===== src/rtl/mtcp_pkg.sv =====
package mtcp_pkg;

	localparam int unsigned POS_W = 17;
	localparam int unsigned TXN_W = 16;
	localparam int unsigned STAT_W = 3;

	localparam logic [POS_W-1:0] POS_MAX = 17'h1FFFF;
	localparam logic [POS_W-1:0] HDR_LEN = 17'd6;
	localparam logic [TXN_W-1:0] TXN_LAST = 16'hFFFE;

	localparam logic [POS_W-1:0] POS_TID_HI = 17'd0;
	localparam logic [POS_W-1:0] POS_TID_LO = 17'd1;
	localparam logic [POS_W-1:0] POS_PID_HI = 17'd2;
	localparam logic [POS_W-1:0] POS_PID_LO = 17'd3;
	localparam logic [POS_W-1:0] POS_LEN_HI = 17'd4;
	localparam logic [POS_W-1:0] POS_LEN_LO = 17'd5;
	localparam logic [POS_W-1:0] POS_UNIT = 17'd6;
	localparam logic [POS_W-1:0] POS_FUNC = 17'd7;

	localparam logic REQ_NEW = 1'b0;
	localparam logic REQ_BYTE = 1'b1;

	typedef enum logic [STAT_W-1:0] {
		ST_OK        = 3'd0,
		ST_TXN_MISM  = 3'd1,
		ST_PROTO_NZ  = 3'd2,
		ST_BAD_LEN   = 3'd3,
		ST_UNIT_MISM = 3'd4,
		ST_FUNC_MISM = 3'd5
	} status_t;

	typedef struct packed {
		logic [TXN_W-1:0] txn;
		logic [7:0]       func;
		logic [POS_W-1:0] pos;
		logic [POS_W-1:0] flen;
		logic [7:0]       held;
		logic             pend;
		status_t          err;
	} hdr_state_t;

endpackage


===== src/rtl/mtcp_hdr_next.sv =====
module mtcp_hdr_next (
	input  mtcp_pkg::hdr_state_t cur,
	input  logic                 req_type,
	input  logic [7:0]           function_code,
	input  logic [7:0]           rx_byte,
	input  logic [7:0]           slave_address,
	output mtcp_pkg::hdr_state_t nxt,
	output logic                 frame_complete
);

	logic [mtcp_pkg::POS_W-1:0] pos;

	always_comb begin
		nxt = cur;
		pos = cur.pos;
		if (req_type == mtcp_pkg::REQ_NEW) begin
			nxt.txn = (cur.txn >= mtcp_pkg::TXN_LAST) ? '0 : cur.txn + 16'd1;
			nxt.func = function_code;
			nxt.pos = '0;
			nxt.flen = '0;
			nxt.held = '0;
			nxt.pend = 1'b0;
			nxt.err = mtcp_pkg::ST_OK;
		end else if (pos != mtcp_pkg::POS_MAX) begin
			nxt.pos = pos + 17'd1;
			case (pos)
				mtcp_pkg::POS_TID_HI: begin
					nxt.held = rx_byte;
					nxt.pend = (rx_byte != cur.txn[15:8]);
				end
				mtcp_pkg::POS_TID_LO: begin
					if ((cur.pend || rx_byte != cur.txn[7:0]) && cur.err == mtcp_pkg::ST_OK)
						nxt.err = mtcp_pkg::ST_TXN_MISM;
				end
				mtcp_pkg::POS_PID_HI, mtcp_pkg::POS_LEN_HI: begin
					nxt.held = rx_byte;
				end
				mtcp_pkg::POS_PID_LO: begin
					if ((cur.held | rx_byte) != 8'd0 && cur.err == mtcp_pkg::ST_OK)
						nxt.err = mtcp_pkg::ST_PROTO_NZ;
				end
				mtcp_pkg::POS_LEN_LO: begin
					nxt.flen = {1'b0, cur.held, rx_byte} + mtcp_pkg::HDR_LEN;
				end
				default: begin
					if (cur.err == mtcp_pkg::ST_OK) begin
						if (cur.flen == mtcp_pkg::HDR_LEN)
							nxt.err = mtcp_pkg::ST_BAD_LEN;
						else if (pos == mtcp_pkg::POS_UNIT && rx_byte != slave_address)
							nxt.err = mtcp_pkg::ST_UNIT_MISM;
						else if (pos == mtcp_pkg::POS_FUNC && rx_byte != cur.func)
							nxt.err = mtcp_pkg::ST_FUNC_MISM;
					end
				end
			endcase
		end
		frame_complete = (nxt.flen != '0) && (nxt.pos == nxt.flen);
	end

endmodule


===== config.mk =====
export PLATFORM = sky130hd
export DESIGN_NAME = mtcp_hdr_next
export DESIGN_NICKNAME = d
export VERILOG_FILES = /design/src/rtl/mtcp_pkg.sv /design/src/rtl/mtcp_hdr_next.sv
export SDC_FILE = /design/constraint.sdc
export NUM_CORES = 1
export LEC_CHECK = 0
export ABC_AREA = 0
export BUFFER_PORTS_ARGS = -buffer_cell sky130_fd_sc_hd__buf_2
export CORE_ASPECT_RATIO = 0.7
export CORE_MARGIN = 2
export CORE_UTILIZATION = 33
export DETAILED_ROUTE_END_ITERATION = 7
export GPL_TIMING_DRIVEN = 0
export PLACE_DENSITY = 0.69
export SYNTH_ARGS = -nofsm -noshare
export SYNTH_HDL_FRONTEND = slang
export SYNTH_SLANG_ARGS = --single-unit
export TNS_END_PERCENT = 20

===== constraint.sdc =====
create_clock -name vclk -period 2.4
set_clock_uncertainty 0.2 [all_clocks]
set_input_delay 0.12 -clock vclk [all_inputs]
set_output_delay 0.12 -clock vclk [all_outputs]
set_load 0.03 [all_outputs]

* Word level (Yosys, flattened, before mapping) *
Index checks and enable logic that the tools add are counted.

cells by class
  add/subtract/negate cells = 3
  magnitude comparators = 1
  equality and inequality tests = 14
  mux-type cells = 14
  bitwise operators = 1
  reductions and logical operators = 12

operators by type and width
  operator                                                   number
  2-to-1 mux 46 bit                                          2
  == test 17 x 3 -> 1 bit, second input constant             5
  == test 17 x 2 -> 1 bit, second input constant             2
  != test 8 bit                                              4
  2-to-1 mux 24 bit                                          1
  2-to-1 mux 3 bit                                           6
  adder 16 x 3 -> 17 bit, second input constant              1
  adder 17 x 1 -> 17 bit, second input constant              1
  == test 17 x 1 -> 1 bit, second input constant             1
  == test 17 bit                                             1
  zero test 17 bit                                           1
  2-to-1 mux 17 bit                                          1
  != test 17 bit, second input constant                      1
  nonzero test 17 bit                                        1
  adder 16 x 1 -> 16 bit, second input constant              1
  greater-or-equal comparator 16 bit, second input constant  1
  2-to-1 mux 16 bit                                          1
  case mux 3 bit (3 select lines)                            1
  2-to-1 mux 8 bit                                           1
  bitwise OR 8 bit                                           1
  nonzero test 8 bit                                         1
  logical AND 1 bit                                          5
  OR reduction 4 bit                                         1
  zero test 3 bit                                            1
  3 further kinds                                            3

storage, ports and cells
  register bits after elaboration = 0
  input bits = 95
  output and inout bits = 71
  word-level logic and storage cells = 45

* Logic depth before layout (Yosys ltp) *
Gate-level depths: netlist (run 1).

  depth in word-level cells = 11
  depth in mapped cells = 12
  gate-level depth less buffers = 10

* Worst setup path after synthesis (run 1) *
OpenSTA, ideal clock, no wires.

  kind = input -> output
  from = in cur[30] (netlist name)
  to = out frame_complete
  arrival time = 3,330 ps
  data required time = 2,080 ps
  slack = -1,250 ps
  stages on the path = 11
  buffers on the path = 2
  path through = inv_1 > ha_1 > nor4bb_2 > nand4_1 > buf_4 > buf_6 > o31ai_1 > xor2_1 > nor4b_2 > nand4_1 > a2111oi_2

RTL lines
  what                line                RTL
  start: declaration  mtcp_hdr_next.sv:2  input mtcp_pkg::hdr_state_t cur,
  end: declaration    mtcp_hdr_next.sv:8  output logic frame_complete

* Final worst setup path (run 1) *
  from = in cur[42] (netlist name)
  to = out frame_complete

on the way
  word-level cells in the longest chain between the ends = 6
  elaborated cells on any way between the ends = 9
  classes of those cells = add/sub (1); eq/ne (3); mux (3); reduce/logical (2)

RTL lines
  what                                                                            line                 RTL
  parallel branches: the longest is 2 deep, another holds adder 17 x 1 -> 17 bit  -
  2-to-1 mux 46 bit (*)                                                           mtcp_hdr_next.sv:24  end else if (pos != mtcp_pkg::POS_MAX) begin
  2-to-1 mux 46 bit (*)                                                           mtcp_hdr_next.sv:16  if (req_type == mtcp_pkg::REQ_NEW) begin
  == test 17 bit or nonzero test 17 bit (tied branches)                           mtcp_hdr_next.sv:57  frame_complete = (nxt.flen != '0) && (nxt.pos == nxt.flen);
  logical AND 1 bit (*)                                                           mtcp_hdr_next.sv:57

Mark *: on every way between the ends.

==> results by group, run 1 <==
Outcome
  – Status: finished with violations
  – Failing checks: negative setup slack

Logic synthesis
  – Fraction of the mapped netlist area in simple logic gates: 40.6%
  – Cell count after synthesis: roughly 440
  – Commonest cells post-synth: 54 x nor2_1, 36 x nand2_1, 34 x xnor2_1
  – Cell with the most instances after synthesis: nor2_1
  – Post-Syn Nets: between 500 and 600
  – Sequential fraction of the synthesis area: 0%
  – Complex-gate fraction of the synthesized area: approximately 22%
  – Post-Synth XOR/XNOR Area: about a fifth
  – Syn. warnings: 0
  – Largest family of logic cells by synthesized area: simple AND/OR/NAND/NOR gates
  – Mean Syn Cell Area: 6.87 um2
  – Mux share of post-synthesis cell area: under 10%
  – Post-synthesis cell type count: 73
  – Post-synth top area share: 9.92%
  – Top cells by area, synth: xnor2_1 9.9%, xor2_1 8.8%, nor2_1 6.8%
  – Post-synthesis adder-cell area fraction: 2.92%
  – Yosys top cell by area: xnor2_1
  – Mapped Area: 3000 um2

Cells and area
  – Synth-to-layout area growth: 51.8%
  – Sequential cells: 0
  – Ratio of cells with drive above 1 in the final layout: between 40% and 50%
  – NumNets Final: ~720
  – # clk buffers: 0
  – Multi-input logic area: 3030 um2
  – Filler Cells Inserted: 890
  – Seq. cell area: 0 um2

Power and ir drop
  – Combinational share of power: 100.0%
  – P_int: approximately 310 uW
  – Net Sw Frac: 62.1%
  – Sw power: 509 uW
  – Pwr Density: 180 nW/um2
  – Leak: 0.00192 uW
  – Clock power share: 0%
  – Flop pwr share: 0%
  – Max IR drop VDD: 0.117 mV

Die
  – Count of standard-cell rows: 29
  – Core area: about 9000 um2
  – Die area: 9890 um2
  – Starting Density: between 30% and 40%
  – IO Pins: 166
  – DIE HEIGHT: 83.8 um
  – Die width: 118 um

Worst hold path
  – Hold Crit Class: in -> out
  – Hold path cells: 3

Timing
  – Max_slew headroom: 55.6%
  – Setup TNS: -0.645 ns
  – Final Setup Violations: 1
  – Max Transition Viols Final: 0
  – Fmax achieved: 0.328 GHz
  – RSZ-0062 raised after global routing: yes
  – Min Tclk post-route: slightly above 3 ns
  – Final worst-path cycle share: 127%
  – Final hold vios: 0
  – Slew at the pin with the worst max-slew slack: between 0.6 and 0.7 ns
  – Final worst setup slack: -0.645 ns

Placement
  – Gpl congestion: 0.933
  – Port buffer count: roughly 160
  – Post-DP HPWL: 10900 um
  – Post-Place Worst Slack: -1.04 ns

Critical path
  – Worst endpoint required time: about 2.1 ns
  – Kind of critical path: in -> out
  – Crit path launch type: primary input
  – Crit path max fanout: 7
  – Arrival @ worst endpoint: between 2 and 3 ns
  – CP endpoint kind: primary output

Routing
  – Vias: 4248
  – Initial DRC Count: 405
  – Post-route ant nets: 0
  – DRC violations left: 0
  – Via/cell ratio: roughly 5.7
  – DR pass1 iterations: 5
  – DR WL/cell: 18.1 um
  – Final wirelength: between 10000 and 15000 um

Global routing
  – Pin count of the biggest net entering global routing: 11
  – Vias in the first global route: 3897
  – Gr ovfl total: 0
  – Total Routing Usage GR: about a quarter
  – Initial antenna violation count: 1
  – First-pass GRT wire length: between 20000 and 25000 um

Clock tree
  – Hold-fix buffers, CTS: 0

Job
  – MaxCap Viol Count: 0
-- what timing repair did --
action | in CTS | in global routing
setup buffers | 22 | 4
pin swaps | 22 | 4
setup endpoints to repair | 27 | 19
resized for setup | 55 | 17
hold endpoints to repair | 0 | 0
-- path summary, 6_finish.rpt --
path | slack (ns) | endpoint | startpoint
worst max-delay path | -0.65 | frame_complete | cur[42]
worst min-delay path | 0.42 | nxt[51] | function_code[5]
-- worst max-delay path: stages --
cell,delay [ns]
buf_2,0.20
nand4_4,0.16
or2_1,0.24
clkbuf_1,0.21
o21ai_2,0.23
o22a_1,0.27
xnor2_2,0.15
o221ai_2,0.11
o41a_1,0.45
a2111oi_4,0.37
buf_4,0.22
-- metrics by stage --
| stage | total power [uW] | hold slack, ns | util, % | cells | instance area, um2 |
|---|---|---|---|---|---|
| 6_report | 819 | 0.420 | 50.8 | 745 | 4560 |
| 5_1_grt | 872 | 0.425 | 50.8 | 745 | 4560 |
| 4_1_cts | 794 | 0.421 | 49.6 | 740 | 4440 |
| 3_5_place_dp | 741 | 0.419 | 45.3 | 718 | 4060 |
| 3_3_place_gp | 731 | 0.414 | 45.3 | 718 | 4060 |
| 2_1_floorplan | 469 | 0.224 | - | 437 | 3120 |
-- kinds of logic after synthesis --
| kind of cell | after synthesis |
|---|---|
| fa+ha+maj | 7 |
| buf+inv | 45 |
| xor+xnor | 64 |
| simple gates | 208 |
| mux | 20 |
| compound gates | 93 |
-- final cells by class --
cell class	count	area share [%]
Timing Repair Buffer	183	22.7
Inverter	16	1.79
Tap cell	124	3.41
Buffer	29	5.58
Antenna cell	1	0.0549
Multi-Input combinational cell	392	66.4
-- power by group through the flow --
| stage | Clock, uW | Sequential, uW | Combinational, uW |
|---|---|---|---|
| 2_1_floorplan | 0 | 0 | 469 |
| 3_3_place_gp | 0 | 0 | 731 |
| 3_5_place_dp | 0 | 0 | 741 |
| 4_1_cts | 0 | 0 | 794 |
| 5_1_grt | 0.0000557 | 0 | 872 |
| 6_report | 0.0000557 | 0 | 819 |
-- cells in the final DEF (no fill, tap or decap), drive strengths merged, types with 5 or more instances in the layout --
master   instances
nor4            18
nor2            54
mux2             9
inv             15
clkbuf          13
nand2           36
nand3           14
buf            199
xnor2           34
ha               7
xor2            30
o2111ai          5
a21oi           27
and2            10
nor3            14
and4             7
nand4           23
mux2i           11
o21ai           26
and3            10
-- per-layer routing --
| metal | track usage [%] | share of wire [%] | wire (um) | vias up |
|---|---|---|---|---|
| met1 | 37.6 | 44 | 6000 | 1977 |
| met5 | 0 | 0 | 0 | - |
| met3 | 5.19 | 11 | 1550 | 29 |
| li1 | - | - | - | 1987 |
| met4 | 4.27 | 2.1 | 277 | 0 |
| met2 | 39.4 | 42 | 5680 | 255 |
(Power assumes the default switching activity.)
==> inputs of run 2 (changes only) <==
CELL_PAD_IN_SITES_DETAIL_PLACEMENT = 0   (was unset)
CELL_PAD_IN_SITES_GLOBAL_PLACEMENT = 1   (was unset)
CORE_MARGIN = 1   (was 2)
CORE_UTILIZATION = 28   (was 33)
PLACE_DENSITY = 0.83   (was 0.69)
==> results by group, run 2 (synthesis gave the netlist of run 1 again) <==
Outcome
  – Status: finished with violations (unchanged)
  – Failing checks: negative setup slack (unchanged)

Routing
  – DRC violations left: 0 (unchanged)
  – Via/cell ratio: 5.51 (was 5.70)
  – DR WL/cell: 18.4 um (was 18.1 um)
  – Initial DRC Count: 226 (was 405)
  – Vias: 4173 (was 4248)
  – Final wirelength: 14000 um (was 13500 um)
  – Post-route ant nets: 0 (unchanged)
  – DR pass1 iterations: 4 (was 5)

Critical path
  – CP endpoint kind: primary output (unchanged)
  – Max incr delay on CP: 0.46 ns (was 0.45 ns)
  – Arrival @ worst endpoint: 2.67 ns (was 2.73 ns)
  – Crit-path cells: buf_12 > nor4_4 > and4_4 > and3_4 > mux2_4 > nand2_2 > nand4_1 > o41a_1 > a2111oi_4 > buf_6 (was buf_2 > nand4_4 > or2_1 > clkbuf_1 > o21ai_2 > o22a_1 > xnor2_2 > o221ai_2 > o41a_1 > a2111oi_4 > buf_4)
  – CP max-delay cell: o41a_1 (unchanged)
  – Crit path max fanout: 6 (was 7)
  – Worst endpoint required time: 2.08 ns (about the same)
  – Kind of critical path: in -> out (unchanged)
  – Crit path launch type: primary input (unchanged)

Timing
  – Final worst-path cycle share: 125% (was 127%)
  – Slew at the pin with the worst max-slew slack: 0.743 ns (was 0.665 ns)
  – Final worst setup slack: -0.593 ns (was -0.645 ns)
  – Min Tclk post-route: 2.99 ns (was 3.05 ns)
  – Max_slew headroom: 50.5% (was 55.6%)
  – Final Setup Violations: 2 (was 1)
  – RSZ-0062 raised after global routing: yes (unchanged)
  – Fmax achieved: 0.334 GHz (was 0.328 GHz)
  – Max Transition Viols Final: 0 (unchanged)
  – Final hold vios: 0 (unchanged)

Cells and area
  – NumNets Final: 728 (was 724)
  – Most common cell after layout, fill and taps aside: buf_2 (unchanged)
  – Seq. cell area: 0 um2 (unchanged)
  – Multi-input logic area: 3030 um2 (about the same)
  – Filler Cells Inserted: 1114 (was 890)
  – # clk buffers: 0 (unchanged)
  – Design Area, Final: 4600 um2 (was 4560 um2)
  – Most frequent cells in the layout: 153 x buf_2, 47 x nor2_1, 36 x buf_4 (was 152 x buf_2, 49 x nor2_1, 36 x nand2_1)
  – Sequential cells: 0 (unchanged)
  – Ratio of cells with drive above 1 in the final layout: 46.3% (was 45.6%)
  – Synth-to-layout area growth: 53.2% (was 51.8%)
  – Layout Cells excl Fill: 757 (was 745)

Die
  – IO Pins: 166 (unchanged)
  – Die area: 11100 um2 (was 9890 um2)
  – Die width: 126 um (was 118 um)
  – Count of standard-cell rows: 31 (was 29)
  – DIE HEIGHT: 88.6 um (was 83.8 um)
  – Starting Density: 28.9% (was 33.5%)
  – Core area: 10400 um2 (was 8960 um2)

Global routing
  – First-pass GRT wire length: 21100 um (was 20900 um)
  – Total Routing Usage GR: 24.0% (was 25.8%)
  – Pin count of the biggest net entering global routing: 11 (unchanged)
  – Gr ovfl total: 0 (unchanged)
  – Initial antenna violation count: 0 (was 1)
  – Vias in the first global route: 3825 (was 3897)

Worst hold path
  – Hold path cells: 3 (unchanged)
  – Hold wc startpoint: function_code[7] (was function_code[5])
  – Hold Crit Class: in -> out (unchanged)
  – Hold EP: nxt[53] (was nxt[51])

Placement
  – Post-DP HPWL: 11200 um (was 10900 um)
  – Gpl congestion: 0.870 (was 0.933)
  – Placed standard-cell area: 4070 um2 (was 4060 um2)
  – Placed Cells: 726 (was 718)
  – Port buffer count: 157 (unchanged)

Clock tree
  – Hold-fix buffers, CTS: 0 (unchanged)

Job
  – MaxCap Viol Count: 0 (unchanged)
## run 2: stage by stage
stage / setup TNS, ns / util, % / hold slack (ns) / setup slack [ns]
floorplan: -0.569 / - / 0.224 / -0.569
global placement: -3.60 / 39.2 / 0.416 / -1.12
detailed placement: -3.71 / 39.2 / 0.418 / -1.07
CTS: -0.537 / 42.3 / 0.420 / -0.537
global route: -1.03 / 44.2 / 0.426 / -0.674
finish: -0.616 / 44.2 / 0.418 / -0.593
## run 2: timing repair
item / CTS / global route
gates cloned: 0 / 0
setup buffers: 21 / 9
pin swaps: 15 / 24
setup endpoints to repair: 24 / 32
resized for setup: 41 / 38
## run 2: cell type report
cell class                      instances  share of cell area (%)
Timing Repair Buffer                  187                    23.3
Antenna cell                            1                  0.0544
Tap cell                              132                    3.59
Buffer                                 29                    5.50
Inverter                               16                    1.71
Multi-Input combinational cell        392                    65.9
## run 2: how the worst max path moves through the flow
stage / startpoint / to / slack [ns] / cells after the start
global placement: cur[30] / frame_complete / -1.12 / 12
global route: cur[32] / frame_complete / -0.67 / 10
CTS: cur[30] / frame_complete / -0.54 / 14
floorplan: rx_byte[2] / frame_complete / -0.57 / 12
detailed placement: cur[30] / frame_complete / -1.07 / 12
finish: cur[37] / frame_complete / -0.59 / 10
## run 2: worst max-delay path, delay by kind of cell
family	cells	cell delay [ns]
AO/OA/AOI/OAI	2	0.82
buffers and inverters	2	0.30
multiplexers	1	0.34
AND/OR/NAND/NOR	5	1.09
## run 2: layer usage
layer  vias up  global-route usage, %  share of wire, %
met5         -                      0                 0
met1      2013                   34.4                49
met3        12                   3.26               6.7
met2       168                   39.0                43
met4         0                   3.72               1.1
li1       1980                      -                 -
==> inputs of run 3 (changes only) <==
ABC_AREA = 1   (was 0)
CORE_MARGIN = unset   (was 1)
CORE_UTILIZATION = 27   (was 28)
PLACE_DENSITY = 0.86   (was 0.83)
==> results by group, run 3 <==
Logic synthesis
  – Post-synthesis cell type count: 39 (was 73)
  – Yosys top cell by area: nand2_1 (was xnor2_1)
  – Syn. warnings: 0 (unchanged)
  – Sequential fraction of the synthesis area: 0% (unchanged)
  – Cell with the most instances after synthesis: nand2_1 (was nor2_1)
  – Top cells by area, synth: nand2_1 25%, inv_1 12%, nor2_1 11% (was xnor2_1 9.9%, xor2_1 8.8%, nor2_1 6.8%)
  – Cell count after synthesis: 675 (was 437)
  – Commonest cells post-synth: 215 x nand2_1, 108 x inv_1, 92 x nor2_1 (was 54 x nor2_1, 36 x nand2_1, 34 x xnor2_1)
  – Post-synth top area share: 24.8% (was 9.92%)
  – Post-Syn Nets: 777 (was 539)
  – Mapped Area: 3260 um2 (was 3000 um2)
  – Mean Syn Cell Area: 4.83 um2 (was 6.87 um2)

Cells and area
  – Layout Cells excl Fill: 1007 (was 757)
  – Ratio of cells with drive above 1 in the final layout: 30.8% (was 46.3%)
  – Ant. Diodes: 0 (was 1)
  – Final core utilization: 39.7% (was 44.2%)
  – Seq. cell area: 0 um2 (unchanged)
  – # clk buffers: 0 (unchanged)
  – NumNets Final: 954 (was 728)
  – Most common cell after layout, fill and taps aside: nand2_1 (was buf_2)
  – Most frequent cells in the layout: 209 x nand2_1, 159 x buf_2, 104 x inv_1 (was 153 x buf_2, 47 x nor2_1, 36 x buf_4)
  – Synth-to-layout area growth: 42.8% (was 53.2%)
  – Design Area, Final: 4650 um2 (was 4600 um2)
  – Sequential cells: 0 (unchanged)

Timing
  – Max Transition Viols Final: 0 (unchanged)
  – Min Tclk post-route: 2.35 ns (was 2.99 ns)
  – Setup TNS: 0 ns (was -0.616 ns)
  – Final Setup Violations: 0 (was 2)
  – RSZ-0062 raised after global routing: yes (unchanged)
  – Fmax achieved: 0.425 GHz (was 0.334 GHz)
  – Final worst setup slack: 0.0458 ns (was -0.593 ns)
  – Slew at the pin with the worst max-slew slack: 0.521 ns (was 0.743 ns)
  – Final hold vios: 0 (unchanged)
  – Final worst-path cycle share: 98.1% (was 125%)
  – Max_slew headroom: 65.3% (was 50.5%)

Placement
  – Placed standard-cell area: 4250 um2 (was 4070 um2)
  – Placed Cells: 990 (was 726)
  – Post-Place Worst Slack: -0.317 ns (was -1.07 ns)
  – Port buffer count: 158 (was 157)
  – Gpl congestion: 0.926 (was 0.870)
  – Post-DP HPWL: 11800 um (was 11200 um)

Job
  – MaxCap Viol Count: 0 (unchanged)

Routing
  – DR pass1 iterations: 5 (was 4)
  – Vias: 4918 (was 4173)
  – Via/cell ratio: 4.88 (was 5.51)
  – Met3 wire len: 1170 um (was 936 um)
  – DR top layer: met4 (unchanged)
  – Final wirelength: 14200 um (was 14000 um)
  – DR WL/cell: 14.1 um (was 18.4 um)
  – Post-route ant nets: 0 (unchanged)
  – Initial DRC Count: 314 (was 226)
  – DRC violations left: 0 (unchanged)
  – Met2 WL: 6000 um (was 6060 um)
  – M1 wire length: 6950 um (was 6800 um)

Global routing
  – Initial antenna violation count: 0 (unchanged)
  – Pin count of the biggest net entering global routing: 11 (unchanged)
  – Total Routing Usage GR: 21.8% (was 24.0%)
  – Gr ovfl total: 0 (unchanged)
  – First-pass GRT wire length: 22000 um (was 21100 um)
  – Vias in the first global route: 4248 (was 3825)

Power and ir drop
  – Leak: 0.00267 uW
  – Sw power: around 530 uW
  – Net Sw Frac: 66.4%
  – Combinational share of power: between 90% and 100%
  – Max IR drop VDD: between 0.07 and 0.08 mV
  – P_int: 266 uW
  – Pwr Density: ~170 nW/um2
  – Clock power share: 0%
  – Flop pwr share: 0%

Die
  – Core area: 11700 um2 (was 10400 um2)
  – Die area: 12500 um2 (was 11100 um2)
  – Count of standard-cell rows: 33 (was 31)
  – Starting Density: 27.8% (was 28.9%)
  – Die width: 133 um (was 126 um)
  – DIE HEIGHT: 93.9 um (was 88.6 um)
  – IO Pins: 166 (unchanged)

Critical path
  – Crit path max fanout: 6 (unchanged)
  – Kind of critical path: in -> out (unchanged)
  – Worst endpoint required time: 2.08 ns (about the same)
  – Arrival @ worst endpoint: 2.03 ns (was 2.67 ns)
  – Crit path launch type: primary input (unchanged)
  – CP endpoint kind: primary output (unchanged)

Worst hold path
  – Hold Crit Class: in -> out (unchanged)
  – Hold EP: nxt[49] (was nxt[53])
  – Hold wc startpoint: function_code[3] (was function_code[7])
  – Hold path cells: 4 (was 3)

Clock tree
  – Hold-fix buffers, CTS: 0 (unchanged)

Outcome
  – Status: completed (was finished with violations)
## run 3: stage by stage
| stage | hold WS, ns | total power (uW) |
|---|---|---|
| finish | 0.382 | 792 |
| global route | 0.396 | 868 |
| CTS | 0.382 | 760 |
| detailed placement | 0.380 | 745 |
| global placement | 0.378 | 744 |
| floorplan | 0.216 | 479 |
## run 3: worst max-delay path, cell delays in order
cell and delay (ns):
buf_8 0.11, inv_4 0.07, ha_4 0.16, nand3_4 0.10, nor2_4 0.14, nand3_4 0.14
buf_8 0.17, a21oi_2 0.15, nand2_2 0.09, nand2_1 0.07, nand2_1 0.05, nor2_1 0.13
nand2_1 0.08, nor2_1 0.13, nand2_1 0.08, nor2_2 0.09, buf_6 0.13
## run 3: power by group through the flow
stage	clock network, uW	logic (uW)	registers [uW]
5_1_grt	0	868	0
3_5_place_dp	0	745	0
3_3_place_gp	0	744	0
6_report	0	792	0
4_1_cts	0	760	0
2_1_floorplan	0	479	0
## run 3: layer usage
layer  vias up  global-route usage, %
li1       2481                      -
met4         0                   1.89
met1      2215                   33.2
met3         9                   1.83
met2       213                   33.6
met5         -                      0
## run 3: kinds of logic (layout without fill, tap and decap cells)
family	count (synthesis)	after routing	share of synthesized area [%]
XOR/XNOR	38	38	10.2
buffers and inverters	134	308	16.9
adder cells (fa/ha/maj)	7	7	2.69
AO/OA/AOI/OAI	51	51	9.10
AND/OR/NAND/NOR	445	446	61.1
## run 3: final cells by class
type | instances | area, um2
buffer | 22 | 154
fill | 1364 | 7070
inverter | 112 | 434
multi-input combinational | 542 | 2910
tap | 157 | 196
timing repair buffer | 173 | 956
timing repair inverter | 1 | 6.26
## run 3: repair_timing
| action | 4_1_cts | 5_1_grt |
|---|---|---|
| pin swaps | 4 | 19 |
| resized for setup | 22 | 54 |
| endpoints found under the hold margin | 0 | 0 |
| cloned | 1 | 2 |
| setup endpoints to repair | 5 | 5 |
| buffers inserted | 1 | 13 |
## run 3: worst max path at each step
stage                           endpoint  slack [ns]       start
final                     frame_complete        0.05     cur[30]
after global routing      frame_complete       -0.07     cur[42]
after CTS                 frame_complete       -0.03     cur[29]
after detailed placement  frame_complete       -0.32  rx_byte[1]
after global placement    frame_complete       -0.29  rx_byte[1]
after floorplan           frame_complete        0.04  rx_byte[1]
